==> src/design/jsau_pkg.sv <==
package jsau_pkg;

    // Parser phase
    typedef enum logic [2:0] {
        PH_PRE   = 3'd0,
        PH_ELEM  = 3'd1,
        PH_STR   = 3'd2,
        PH_ESC   = 3'd3,
        PH_HEX   = 3'd4,
        PH_AFTER = 3'd5,
        PH_DONE  = 3'd6,
        PH_ERR   = 3'd7
    } phase_t;

    // Result kind
    typedef enum logic [1:0] {
        KIND_BYTE      = 2'd0,
        KIND_STR_END   = 2'd1,
        KIND_ARRAY_END = 2'd2,
        KIND_ERROR     = 2'd3
    } kind_t;

    // Error codes
    localparam logic [3:0] ERR_EXP_ARRAY    = 4'd0;
    localparam logic [3:0] ERR_EXP_STRING   = 4'd1;
    localparam logic [3:0] ERR_TRUNC_ESC    = 4'd2;
    localparam logic [3:0] ERR_TRUNC_UNI    = 4'd3;
    localparam logic [3:0] ERR_BAD_HEX      = 4'd4;
    localparam logic [3:0] ERR_BAD_ESC      = 4'd5;
    localparam logic [3:0] ERR_UNTERM_STR   = 4'd6;
    localparam logic [3:0] ERR_EXP_COMMA    = 4'd7;
    localparam logic [3:0] ERR_UNTERM_ARRAY = 4'd8;

    // UTF-8 framing
    localparam logic [7:0] UTF8_CONT  = 8'h80;
    localparam logic [7:0] UTF8_LEAD2 = 8'hC0;
    localparam logic [7:0] UTF8_LEAD3 = 8'hE0;
    localparam logic [7:0] UTF8_MASK6 = 8'h3F;

    localparam int MAX_RESULTS = 3;

    typedef struct packed {
        phase_t      phase;
        logic        space_seen;
        logic [1:0]  digits;
        logic [15:0] acc;
        logic        hex_bad;
    } parse_state_t;

    typedef struct packed {
        kind_t      kind;
        logic [7:0] value;
        logic [3:0] error_code;
        logic       last;
    } result_t;

    typedef struct packed {
        logic [1:0]                      n;
        result_t [MAX_RESULTS-1:0]       res;
    } step_out_t;

    typedef struct packed {
        logic empty;
        logic draining_last;
    } outq_status_t;

    function automatic result_t mk_result(kind_t k, logic [7:0] v, logic [3:0] e);
        result_t r;
        r.kind       = k;
        r.value      = v;
        r.error_code = e;
        r.last       = 1'b0;
        return r;
    endfunction

endpackage

==> src/design/jsau_step.sv <==
module jsau_step
    import jsau_pkg::*;
(
    input  parse_state_t cur,
    input  logic [7:0]   data_byte,
    input  logic         end_of_text,
    output parse_state_t nxt,
    output step_out_t    out
);

    logic        is_ws;
    logic [3:0]  hex_d;
    logic        hex_ok;
    logic [15:0] cp;
    logic        bad_now;

    always_comb
    begin
        is_ws = (data_byte == 8'd32) || (data_byte >= 8'd9 && data_byte <= 8'd13);
        hex_ok = 1'b1;
        hex_d  = 4'd0;
        if (data_byte >= "0" && data_byte <= "9")
            hex_d = 4'(data_byte - 8'h30);
        else if (data_byte >= "a" && data_byte <= "f")
            hex_d = 4'(data_byte - 8'h57);
        else if (data_byte >= "A" && data_byte <= "F")
            hex_d = 4'(data_byte - 8'h37);
        else
            hex_ok = 1'b0;
        cp      = {cur.acc[11:0], hex_d};
        bad_now = cur.hex_bad | ~hex_ok;
    end

    always_comb
    begin
        nxt       = cur;
        out.n     = 2'd0;
        out.res   = '0;

        if (end_of_text)
        begin
            out.n = 2'd1;
            unique case (cur.phase)
                PH_PRE:   out.res[0] = mk_result(KIND_ERROR, 8'd0, ERR_EXP_ARRAY);
                PH_ELEM:  out.res[0] = mk_result(KIND_ERROR, 8'd0,
                              cur.space_seen ? ERR_EXP_STRING : ERR_UNTERM_ARRAY);
                PH_STR:   out.res[0] = mk_result(KIND_ERROR, 8'd0, ERR_UNTERM_STR);
                PH_ESC:   out.res[0] = mk_result(KIND_ERROR, 8'd0, ERR_TRUNC_ESC);
                PH_HEX:   out.res[0] = mk_result(KIND_ERROR, 8'd0, ERR_TRUNC_UNI);
                PH_AFTER: out.res[0] = mk_result(KIND_ERROR, 8'd0, ERR_EXP_COMMA);
                default:  out.n = 2'd0;
            endcase
            nxt = '{phase: PH_PRE, space_seen: 1'b0, digits: 2'd0, acc: 16'd0,
                    hex_bad: 1'b0};
        end
        else
        begin
            unique case (cur.phase)
                PH_PRE:
                begin
                    if (!is_ws)
                    begin
                        if (data_byte == "[")
                        begin
                            nxt.phase      = PH_ELEM;
                            nxt.space_seen = 1'b0;
                        end
                        else
                        begin
                            nxt.phase  = PH_ERR;
                            out.n      = 2'd1;
                            out.res[0] = mk_result(KIND_ERROR, 8'd0, ERR_EXP_ARRAY);
                        end
                    end
                end
                PH_ELEM:
                begin
                    if (is_ws)
                        nxt.space_seen = 1'b1;
                    else if (data_byte == "]")
                    begin
                        nxt.phase  = PH_DONE;
                        out.n      = 2'd1;
                        out.res[0] = mk_result(KIND_ARRAY_END, 8'd0, 4'd0);
                    end
                    else if (data_byte == "\"")
                        nxt.phase = PH_STR;
                    else
                    begin
                        nxt.phase  = PH_ERR;
                        out.n      = 2'd1;
                        out.res[0] = mk_result(KIND_ERROR, 8'd0, ERR_EXP_STRING);
                    end
                end
                PH_STR:
                begin
                    if (data_byte == "\"")
                    begin
                        nxt.phase  = PH_AFTER;
                        out.n      = 2'd1;
                        out.res[0] = mk_result(KIND_STR_END, 8'd0, 4'd0);
                    end
                    else if (data_byte == "\\")
                        nxt.phase = PH_ESC;
                    else
                    begin
                        out.n      = 2'd1;
                        out.res[0] = mk_result(KIND_BYTE, data_byte, 4'd0);
                    end
                end
                PH_ESC:
                begin
                    nxt.phase = PH_STR;
                    out.n     = 2'd1;
                    case (data_byte)
                        "\"":    out.res[0] = mk_result(KIND_BYTE, 8'h22, 4'd0);
                        "\\":    out.res[0] = mk_result(KIND_BYTE, 8'h5C, 4'd0);
                        "/":     out.res[0] = mk_result(KIND_BYTE, 8'h2F, 4'd0);
                        "b":     out.res[0] = mk_result(KIND_BYTE, 8'h08, 4'd0);
                        "f":     out.res[0] = mk_result(KIND_BYTE, 8'h0C, 4'd0);
                        "n":     out.res[0] = mk_result(KIND_BYTE, 8'h0A, 4'd0);
                        "r":     out.res[0] = mk_result(KIND_BYTE, 8'h0D, 4'd0);
                        "t":     out.res[0] = mk_result(KIND_BYTE, 8'h09, 4'd0);
                        "u":
                        begin
                            out.n       = 2'd0;
                            nxt.phase   = PH_HEX;
                            nxt.digits  = 2'd0;
                            nxt.acc     = 16'd0;
                            nxt.hex_bad = 1'b0;
                        end
                        default:
                        begin
                            nxt.phase  = PH_ERR;
                            out.res[0] = mk_result(KIND_ERROR, 8'd0, ERR_BAD_ESC);
                        end
                    endcase
                end
                PH_HEX:
                begin
                    nxt.acc     = cp;
                    nxt.hex_bad = bad_now;
                    if (cur.digits != 2'd3)
                        nxt.digits = cur.digits + 2'd1;
                    else
                    begin
                        nxt.digits = 2'd0;
                        if (bad_now)
                        begin
                            nxt.phase  = PH_ERR;
                            out.n      = 2'd1;
                            out.res[0] = mk_result(KIND_ERROR, 8'd0, ERR_BAD_HEX);
                        end
                        else
                        begin
                            nxt.phase = PH_STR;
                            if (cp[15:7] == 9'd0)
                            begin
                                out.n      = 2'd1;
                                out.res[0] = mk_result(KIND_BYTE, cp[7:0], 4'd0);
                            end
                            else if (cp[15:11] == 5'd0)
                            begin
                                out.n      = 2'd2;
                                out.res[0] = mk_result(KIND_BYTE,
                                    UTF8_LEAD2 | {3'd0, cp[10:6]}, 4'd0);
                                out.res[1] = mk_result(KIND_BYTE,
                                    UTF8_CONT | (cp[7:0] & UTF8_MASK6), 4'd0);
                            end
                            else
                            begin
                                out.n      = 2'd3;
                                out.res[0] = mk_result(KIND_BYTE,
                                    UTF8_LEAD3 | {4'd0, cp[15:12]}, 4'd0);
                                out.res[1] = mk_result(KIND_BYTE,
                                    UTF8_CONT | (cp[13:6] & UTF8_MASK6), 4'd0);
                                out.res[2] = mk_result(KIND_BYTE,
                                    UTF8_CONT | (cp[7:0] & UTF8_MASK6), 4'd0);
                            end
                        end
                    end
                end
                PH_AFTER:
                begin
                    if (!is_ws)
                    begin
                        if (data_byte == ",")
                        begin
                            nxt.phase      = PH_ELEM;
                            nxt.space_seen = 1'b0;
                        end
                        else if (data_byte == "]")
                        begin
                            nxt.phase  = PH_DONE;
                            out.n      = 2'd1;
                            out.res[0] = mk_result(KIND_ARRAY_END, 8'd0, 4'd0);
                        end
                        else
                        begin
                            nxt.phase  = PH_ERR;
                            out.n      = 2'd1;
                            out.res[0] = mk_result(KIND_ERROR, 8'd0, ERR_EXP_COMMA);
                        end
                    end
                end
                default: ;
            endcase
        end

        // flag the final result of this word
        case (out.n)
            2'd1:    out.res[0].last = 1'b1;
            2'd2:    out.res[1].last = 1'b1;
            2'd3:    out.res[2].last = 1'b1;
            default: ;
        endcase
    end

endmodule

==> src/design/jsau_outq.sv <==
module jsau_outq
    import jsau_pkg::*;
(
    input  logic                       clk,
    input  logic                       rst_n,
    input  logic                       load,
    input  logic [1:0]                 load_n,
    input  result_t [MAX_RESULTS-1:0]  load_res,
    input  logic                       out_ready,
    output logic                       out_valid,
    output result_t                    head,
    output outq_status_t               status
);

    logic [1:0]                count_reg;
    logic [1:0]                count_next;
    result_t [MAX_RESULTS-1:0] slot_reg;
    result_t [MAX_RESULTS-1:0] slot_next;
    logic                      pop;

    assign out_valid            = (count_reg != 2'd0);
    assign head                 = slot_reg[0];
    assign pop                  = out_valid && out_ready;
    assign status.empty         = (count_reg == 2'd0);
    assign status.draining_last = (count_reg == 2'd1) && out_ready;

    always_comb
    begin
        count_next = count_reg;
        slot_next  = slot_reg;
        if (load)
        begin
            count_next = load_n;
            slot_next  = load_res;
        end
        else if (pop)
        begin
            // advance the queue by one result
            count_next   = count_reg - 2'd1;
            slot_next[0] = slot_reg[1];
            slot_next[1] = slot_reg[2];
        end
    end

    always_ff @(posedge clk or negedge rst_n)
    begin
        if (!rst_n)
            count_reg <= 2'd0;
        else
            count_reg <= count_next;
    end

    always_ff @(posedge clk)
    begin
        slot_reg <= slot_next;
    end

    assert property (@(posedge clk) disable iff (!rst_n)
        load |-> (count_reg == 2'd0) || ((count_reg == 2'd1) && out_ready))
        else $error("outq: load overwrites pending results");

    assert property (@(posedge clk) disable iff (!rst_n)
        (count_reg == 2'd1) |-> slot_reg[0].last)
        else $error("outq: final queued result lacks last flag");

    assert property (@(posedge clk) disable iff (!rst_n)
        out_valid && (head.kind != KIND_BYTE) |-> (head.value == 8'd0))
        else $error("outq: nonzero value on a non-byte result");

    assert property (@(posedge clk) disable iff (!rst_n)
        out_valid && (head.kind != KIND_ERROR) |-> (head.error_code == 4'd0))
        else $error("outq: error code on a non-error result");

endmodule

==> src/design/json_string_array_unescaper_core.sv <==
// Flow: a word waits in the input register until the parser step fires, and its
//   first result is presented on the output from the edge that loads the queue.
// Throughput: one word per cycle unless the queue stalls it; a word with k results
//   holds the queue until all k are taken; a \uXXXX escape yields up to three.
// Reset (rst_n low, asynchronous): parser returns to the pre-array phase,
//   input register and output queue empty.
module json_string_array_unescaper_core
    import jsau_pkg::*;
(
    input  logic       clk,
    input  logic       rst_n,
    input  logic       in_valid,
    output logic       in_ready,
    input  logic [7:0] data_byte,
    input  logic       end_of_text,
    output logic       out_valid,
    input  logic       out_ready,
    output logic [1:0] kind,
    output logic [7:0] value,
    output logic [3:0] error_code,
    output logic       last
);

    // Input register: holds one word until the parser step fires.
    logic         in_valid_reg;
    logic [7:0]   data_reg;
    logic         end_reg;

    // Parser state.
    parse_state_t state_reg;
    parse_state_t state_next;

    step_out_t    step;
    outq_status_t q_status;
    result_t      head;
    logic         fire;

    // Step output into the queue. A word without results never waits on the queue;
    // otherwise the queue must be empty or handing off its final entry this cycle.
    assign fire     = in_valid_reg &&
                      ((step.n == 2'd0) || q_status.empty || q_status.draining_last);
    assign in_ready = !in_valid_reg || fire;

    jsau_step u_step
    (
        .cur         (state_reg),
        .data_byte   (data_reg),
        .end_of_text (end_reg),
        .nxt         (state_next),
        .out         (step)
    );

    jsau_outq u_outq
    (
        .clk       (clk),
        .rst_n     (rst_n),
        .load      (fire && (step.n != 2'd0)),
        .load_n    (step.n),
        .load_res  (step.res),
        .out_ready (out_ready),
        .out_valid (out_valid),
        .head      (head),
        .status    (q_status)
    );

    assign kind       = head.kind;
    assign value      = head.value;
    assign error_code = head.error_code;
    assign last       = head.last;

    // Capture a new word whenever the slot is free or drains this cycle.
    always_ff @(posedge clk or negedge rst_n)
    begin
        if (!rst_n)
            in_valid_reg <= 1'b0;
        else if (in_valid && in_ready)
            in_valid_reg <= 1'b1;
        else if (fire)
            in_valid_reg <= 1'b0;
    end

    always_ff @(posedge clk)
    begin
        if (in_valid && in_ready)
        begin
            data_reg <= data_byte;
            end_reg  <= end_of_text;
        end
    end

    // Advance the parser only when the step's results are committed.
    always_ff @(posedge clk or negedge rst_n)
    begin
        if (!rst_n)
            state_reg <= '{phase: PH_PRE, space_seen: 1'b0, digits: 2'd0, acc: 16'd0,
                           hex_bad: 1'b0};
        else if (fire)
            state_reg <= state_next;
    end

    assert property (@(posedge clk) disable iff (!rst_n)
        fire && end_reg |=> (state_reg.phase == PH_PRE))
        else $error("core: end of text did not restart the parser");

    assert property (@(posedge clk) disable iff (!rst_n)
        fire && !end_reg && ((state_reg.phase == PH_DONE) || (state_reg.phase == PH_ERR))
        |-> (step.n == 2'd0))
        else $error("core: result produced after array end or error");

    assert property (@(posedge clk) disable iff (!rst_n)
        fire && !end_reg && (step.n != 2'd0) && (step.res[0].kind == KIND_ERROR)
        |=> (state_reg.phase == PH_ERR))
        else $error("core: error reported without entering the error phase");

endmodule

==> config.mk <==
export PLATFORM = sky130hd
export DESIGN_NAME = json_string_array_unescaper_core
export DESIGN_NICKNAME = d
export VERILOG_FILES = /design/src/design/jsau_pkg.sv /design/src/design/jsau_step.sv /design/src/design/jsau_outq.sv /design/src/design/json_string_array_unescaper_core.sv
export SDC_FILE = /design/constraint.sdc
export NUM_CORES = 1
export LEC_CHECK = 0
export BUFFER_PORTS_ARGS = -buffer_cell sky130_fd_sc_hd__buf_4
export CAP_MARGIN = 5
export CORE_ASPECT_RATIO = 0.7
export CORE_MARGIN = 10
export CORE_UTILIZATION = 60
export CTS_CLUSTER_DIAMETER = 200
export DETAILED_ROUTE_END_ITERATION = 8
export GPL_ROUTABILITY_DRIVEN = 0
export PLACE_DENSITY = 0.81
export SYNTH_ARGS = -nofsm -noshare
export SYNTH_HDL_FRONTEND = slang
export SYNTH_SLANG_ARGS = --single-unit
==> constraint.sdc <==
create_clock -name clk -period 4.6 [get_ports clk]
set_clock_uncertainty 0.2 [all_clocks]
set_input_delay 0.23 -clock clk [delete_from_list [all_inputs] [get_ports clk]]
set_output_delay 0.23 -clock clk [all_outputs]
set_load 0.02 [all_outputs]
# --- Word-level counts from Yosys, hierarchy flattened ---
# Cells that the tools add are included.
# W data, S select, Z words.
op_classes:
  n_bitwise: 3
  magnitude_cmp: 8
  n_eq_ne: 32
  n_addsub: 5
  reduce_logical: 33
  n_mux: 76
op_table:
  columns: ["op", "n"]
  rows:
  - ["$pmux W15 S6", 2]
  - ["$mux W15", 11]
  - ["$pmux W15 S9", 1]
  - ["$mux W30", 4]
  - ["$eq A8 B7 Y1 const B", 9]
  - ["$mux W47", 1]
  - ["$pmux W19 S2", 1]
  - ["$eq A8 B6 Y1 const B", 4]
  - ["$mux W16", 2]
  - ["$mux W3", 9]
  - ["$mux W13", 2]
  - ["$mux W26", 1]
  - ["$mux W4", 6]
  - ["$mux W23", 1]
  - ["$mux W2", 10]
  - ["$mux W1", 19]
  - ["$mux W19", 1]
  - ["$pmux W3 S6", 1]
  - ["$ge A8 B7 Y1 const B", 2]
  - ["$le A8 B7 Y1 const B", 2]
  - ["$ne A3 B3 Y1 const B", 5]
  - ["$mux W14", 1]
  - ["$reduce_and A7 Y1", 2]
  - ["$pmux W2 S6", 1]
  - ["other kinds (35)", 59]
word_totals:
  word_cells: 179
  ff_bits: 76
  output_inout_bits: 17
  inputBits: 13

# --- Longest topological paths before layout ---
depth:
  depth_word: 18
  mapped_depth: 11
  ltp_nobuf: 10

# --- By module ---
# From an unflattened synthesis, not the netlist that was laid out.
hier_totals:
  cells_unflattened: 444
  area_unflattened_um2: 4892.2
modules_own_cells:
  columns: ["mod", "area_each_um2", "n_inst", "cells_each", "seq_area_each_um2"]
  rows:
  - ["jsau_outq", 1988.2, 1, 111, 1401.3]
  - ["jsau_step", 1696.6, 1, 269, 0.0]
  - ["json_string_array_unescaper_core", 1207.4, 1, 64, 870.8]

# --- Worst setup path after synthesis ---
# Ideal clock, no wire load.
synth_path:
  path_type: "reg-to-reg"
  startpoint: "register data_reg[6]"
  endpoint: "register u_outq.slot_reg, in the netlist u_outq.head[0], enable pin"
  path_slack_ns: 1.328
  path_buffers: 1
  synth_period_minus_slack_ns: 3.272
  path_stages_with_launch: 8
  setup_time_ns: 0.418
  arrival_time_ns: 2.654
  required_ns: 3.982
  path_cell_list: "edfxtp_1 or4b_2 nor4b_1 or3_2 o21ai_2 o31ai_4 buf_2 nand2_1"
synth_between:
  elab_chain_len: 17
  elab_cells_between_ends: 46
  cone_classes: "8 x order compare; 7 x eq/ne; 17 x mux; 2 x bitwise; 12 x reduce/logical"
synth_lines:
  columns: ["element", "line_no", "rtl"]
  rows:
  - ["start, declared", "json_string_array_unescaper_core.sv:26", "logic [7:0] data_reg;"]
  - ["start signal, assigned", "json_string_array_unescaper_core.sv:86", "data_reg <= data_byte;"]
  - ["$ge A8 B7 Y1 / $le A8 B7 Y1 (equally long branches)", "jsau_step.sv:26", "else if (data_byte >= \"A\" && data_byte <= \"F\")"]
  - ["$logic_and A1 B1 Y1", "jsau_step.sv:26", null]
  - ["$mux W1", "jsau_step.sv:26", null]
  - ["$mux W1", "jsau_step.sv:24", "else if (data_byte >= \"a\" && data_byte <= \"f\")"]
  - ["$mux W1", "jsau_step.sv:22", "if (data_byte >= \"0\" && data_byte <= \"9\")"]
  - ["$not A1 Y1", "jsau_step.sv:31", "bad_now = cur.hex_bad | ~hex_ok;"]
  - ["$or A1 B1 Y1", "jsau_step.sv:31", null]
  - ["$mux W2", "jsau_step.sv:148", "if (bad_now)"]
  - ["$mux W47", "jsau_step.sv:143", "if (cur.digits != 2'd3)"]
  - ["$pmux W2 S6 *", "jsau_step.sv:58", "unique case (cur.phase)"]
  - ["$mux W2 *", "jsau_step.sv:40", "if (end_of_text)"]
  - ["$logic_not A2 Y1", "json_string_array_unescaper_core.sv:41", "((step.n == 2'd0) || q_status.empty || q_status.draining_last);"]
  - ["$logic_or A1 B1 Y1 (2 in a row)", "json_string_array_unescaper_core.sv:41", null]
  - ["$logic_and A1 B1 Y1", "json_string_array_unescaper_core.sv:40", "assign fire = in_valid_reg &&"]
  - ["$logic_and A1 B1 Y1 *", "json_string_array_unescaper_core.sv:57", ".load (fire && (step.n != 2'd0)),"]
  - ["$reduce_bool A2 Y1 (no line) *", null, null]
  - ["end signal, assigned", "jsau_outq.sv:55", "slot_reg <= slot_next;"]
  - ["end, declared", "jsau_outq.sv:17", "result_t [MAX_RESULTS-1:0] slot_reg;"]
# Mark *: on every way between the ends. The rest lies on a longest branch, timed or not.
# A chain may end at the register's enable or synchronous reset.

# --- Worst setup path in the final report ---
layout_path:
  startpoint: "register state_reg[8] (netlist bit)"
  endpoint: "register state_reg[0] (netlist bit)"
layout_between:
  elab_chain_len: 12
  elab_cells_between_ends: 13
  cone_classes: "6 x mux; 7 x reduce/logical"
layout_lines:
  columns: ["element", "line_no", "rtl"]
  rows:
  - ["start, declared", "json_string_array_unescaper_core.sv:30", "parse_state_t state_reg;"]
  - ["start signal, assigned", "json_string_array_unescaper_core.sv:95", "state_reg <= '{phase: PH_PRE, space_seen: 1'b0, digits: 2'd0, acc: 16'd0,"]
  - ["start signal, assigned", "json_string_array_unescaper_core.sv:98", "state_reg <= state_next;"]
  - ["$logic_not A5 Y1", "jsau_step.sv:162", "else if (cp[15:11] == 5'd0)"]
  - ["$mux W1", "jsau_step.sv:162", null]
  - ["$mux W2 *", "jsau_step.sv:157", "if (cp[15:7] == 9'd0)"]
  - ["$mux W2 *", "jsau_step.sv:148", null]
  - ["$mux W47 *", "jsau_step.sv:143", null]
  - ["$pmux W2 S6 *", "jsau_step.sv:58", null]
  - ["$mux W2 *", "jsau_step.sv:40", null]
  - ["$logic_not A2 Y1 *", "json_string_array_unescaper_core.sv:41", null]
  - ["$logic_or A1 B1 Y1 * (2 in a row)", "json_string_array_unescaper_core.sv:41", null]
  - ["$logic_and A1 B1 Y1 *", "json_string_array_unescaper_core.sv:40", null]
  - ["$reduce_and A3 Y1 (no line) *", null, null]
# Marked as above.

==> results.tsv <==
metric	value	unit
run_status	finished clean	
peakVddDrop	0.0002607	V
resized_cells_post_cts	0	
grt_pass1_wl	16410	microns
area_growth_syn_to_layout	11.54	%
timing.critical_path.from_type	flop	
netlist-cell-type-count	71	
power.leakage	1.698	nW
final_nets	463	
pwr_density_cell	601.6	nW/um^2
mappedNetlistNets	445	
tritoncts	done	
largest_register_ff_count	19	
worstPathArrival	3.72	ns
grt_antenna_before_repair	0	
post-route-min-period	3.639	ns
hold_buffers	11	
slew_viol_final	0	
worst_slew_margin_rel	16.90	%
required	4.68	ns
post-route-drc-count	0	
worstSkewPairLatency	0.35	ns
starting_density	62.76	%
cts_sink_count	62	
cts_root_buffer	sky130_fd_sc_hd__clkbuf_8	
grt_overflow_total	0	
clkSlewWorstSetupHoldPaths	0.07	ns
fp.coreArea	6306	sq um
synth_area_per_cell	9.378	sq um
area_leader_netlist	sky130_fd_sc_hd__edfxtp_1	
die_h	87.95	microns
postSynth.asyncResetShare	35.48	%
tritoncts_buffers	9	
most-common-layout-cells	sky130_fd_sc_hd__nand2_1, sky130_fd_sc_hd__edfxtp_1, sky130_fd_sc_hd__buf_4, sky130_fd_sc_hd__a21oi_1, sky130_fd_sc_hd__o21ai_0	
antenna_cells_inserted	0	
fp.dieW	117.1	microns
path_max_fanout	30	
multi_input_area	1938	sq um
overall_global_routing_usage	20.36	%
portion_of_synthesized_cell_area_occupied_by_the_leading_cell_type	30.35	%
routed_wirelength	10080	microns
dp.final_hpwl	7098	microns
topRoutingLayerUsed	met4	
filler_cell_count	501	
grt_max_degree	31	
cts_buffer_depth	2	
synth-seq-cells	62	
netlist_top_cells_area	sky130_fd_sc_hd__edfxtp_1, sky130_fd_sc_hd__dfrtp_1, sky130_fd_sc_hd__nand2_1	
portBuffers	29	
synth_cells	422	
final_util	70.00	%
fin_setup_tns	0	ns
floorplan.io_pins	30	
cap_violations	0	
drt-met1-wl	4443	microns
fp.dieArea	10300	sq um
layout.area.seq	1752	sq um
detail_route.wl_per_cell	19.26	microns
fin_crit_sh	79.10	%
first_iter_violations	528	
htree_levels	3	
grt_pass1_vias	3150	
detailedRoute.firstPassIterationCount	5	
layout_commonest_cell	sky130_fd_sc_hd__nand2_1	
timing.setup.critical_path_class	flop to flop	
yosys_most_used_dff	sky130_fd_sc_hd__edfxtp_1	
average_via_count_per_standard_cell	6.539	
rsz0062_at_grt	false	
synth_sequential_area_ratio	44.26	%
synth_enable_flop_cells	40	
wl_met3	1114	microns
report.final.hold_viol_count	0	
crit_path_end_kind	flop	
num_rows	24	
post-cts-setup-buffer-count	0	
yosys_warns	0	
detailroute.via_count	3420	
hold_path_class	input port to async pin	
post_route_cells_drive_above_1_share	15.96	%
wl_met2	4371	microns
final-setup-viol-count	0	
worst_pin_slew	1.237	ns
synth_area	3958	sq um
detail-route-antenna-nets	0	
fmax	274.8	MHz
## critical path, cell delays in order (launching register included)
cell,delay (ns)
sky130_fd_sc_hd__dfrtp_1,0.44
sky130_fd_sc_hd__nor4_1,0.41
sky130_fd_sc_hd__nor2b_1,0.46
sky130_fd_sc_hd__nand2_1,0.29
sky130_fd_sc_hd__o41ai_1,0.52
sky130_fd_sc_hd__o2111ai_2,0.66
sky130_fd_sc_hd__nor3_1,0.40
sky130_fd_sc_hd__o22a_1,0.19
## per-stage QoR
stage	power, mW	instance area [sq um]	instances	hold slack [ns]	worst slack, ns
5_1_grt	2.818	4414	523	0.1486	0.5433
3_3_place_gp	2.104	4099	496	-0.06229	1.130
6_report	2.656	4414	523	0.1095	0.9613
2_1_floorplan	1.871	3958	422	-0.2656	1.328
4_1_cts	2.641	4414	523	0.1141	1.014
3_5_place_dp	2.146	4099	496	-0.05803	1.020
## per-layer routing
layer	global-route usage (%)	vias to the layer above
met3	5.123	22
met5	0	-
met1	29.52	1580
li1	-	1595
met4	7.718	0
met2	28.37	223
## synthesized netlist by cell type, drive strengths merged, types with 4 or more instances
| library cell | count |
|---|---|
| nand2 | 54 |
| a21oi | 32 |
| o31ai | 10 |
| a21o | 6 |
| buf | 22 |
| clkbuf | 16 |
| edfxtp | 40 |
| nor4 | 10 |
| dfrtp | 22 |
| ha | 10 |
| inv | 15 |
| and2 | 9 |
| nand2b | 7 |
| or3 | 5 |
| o21ai | 34 |
| nand3 | 8 |
| a221oi | 4 |
| nor3 | 12 |
| nor3b | 6 |
| a211oi | 7 |
| a31oi | 9 |
| nor2 | 20 |
| nor4b | 5 |
| nand3b | 4 |
| nor2b | 8 |
## final cells by class
cell class / count / area share (%)
multi-input cells: 307 / 43.91
clock inverters: 2 / 0.2551
flip-flops and latches: 62 / 39.68
well taps: 78 / 2.211
inverters: 15 / 1.276
repair buffers: 45 / 8.277
clock buffers: 14 / 4.393
## report_power, final
part           internal, mW  switching, mW
sequential            0.858          0.178
combinational         0.422          0.710
clock                 0.272          0.215
## logic make-up after synthesis
family          count (synthesis)  share of synthesized area [%]
compound gates                124                          20.87
buf+inv                        53                          6.923
mux                             3                         0.8220
simple gates                  169                          23.74
fa+ha+maj                      10                          3.162
flops                          62                          44.26
xor+xnor                        1                         0.2213
## final timing paths
check                              start                  end  slack [ns]  depth (start not counted)
setup / recovery            state_reg[8]         state_reg[0]        0.96                          7
hold / removal                     rst_n        state_reg[21]        0.11                          2
setup reg to reg            state_reg[8]         state_reg[0]        0.96                          7
hold reg to reg            state_reg[18]        state_reg[18]        0.30                          2
max in group asynchronous          rst_n        state_reg[18]        3.84                          2
min in group clk               out_ready  u_outq.count_reg[0]        0.17                          5
(Power assumes the default switching activity.)
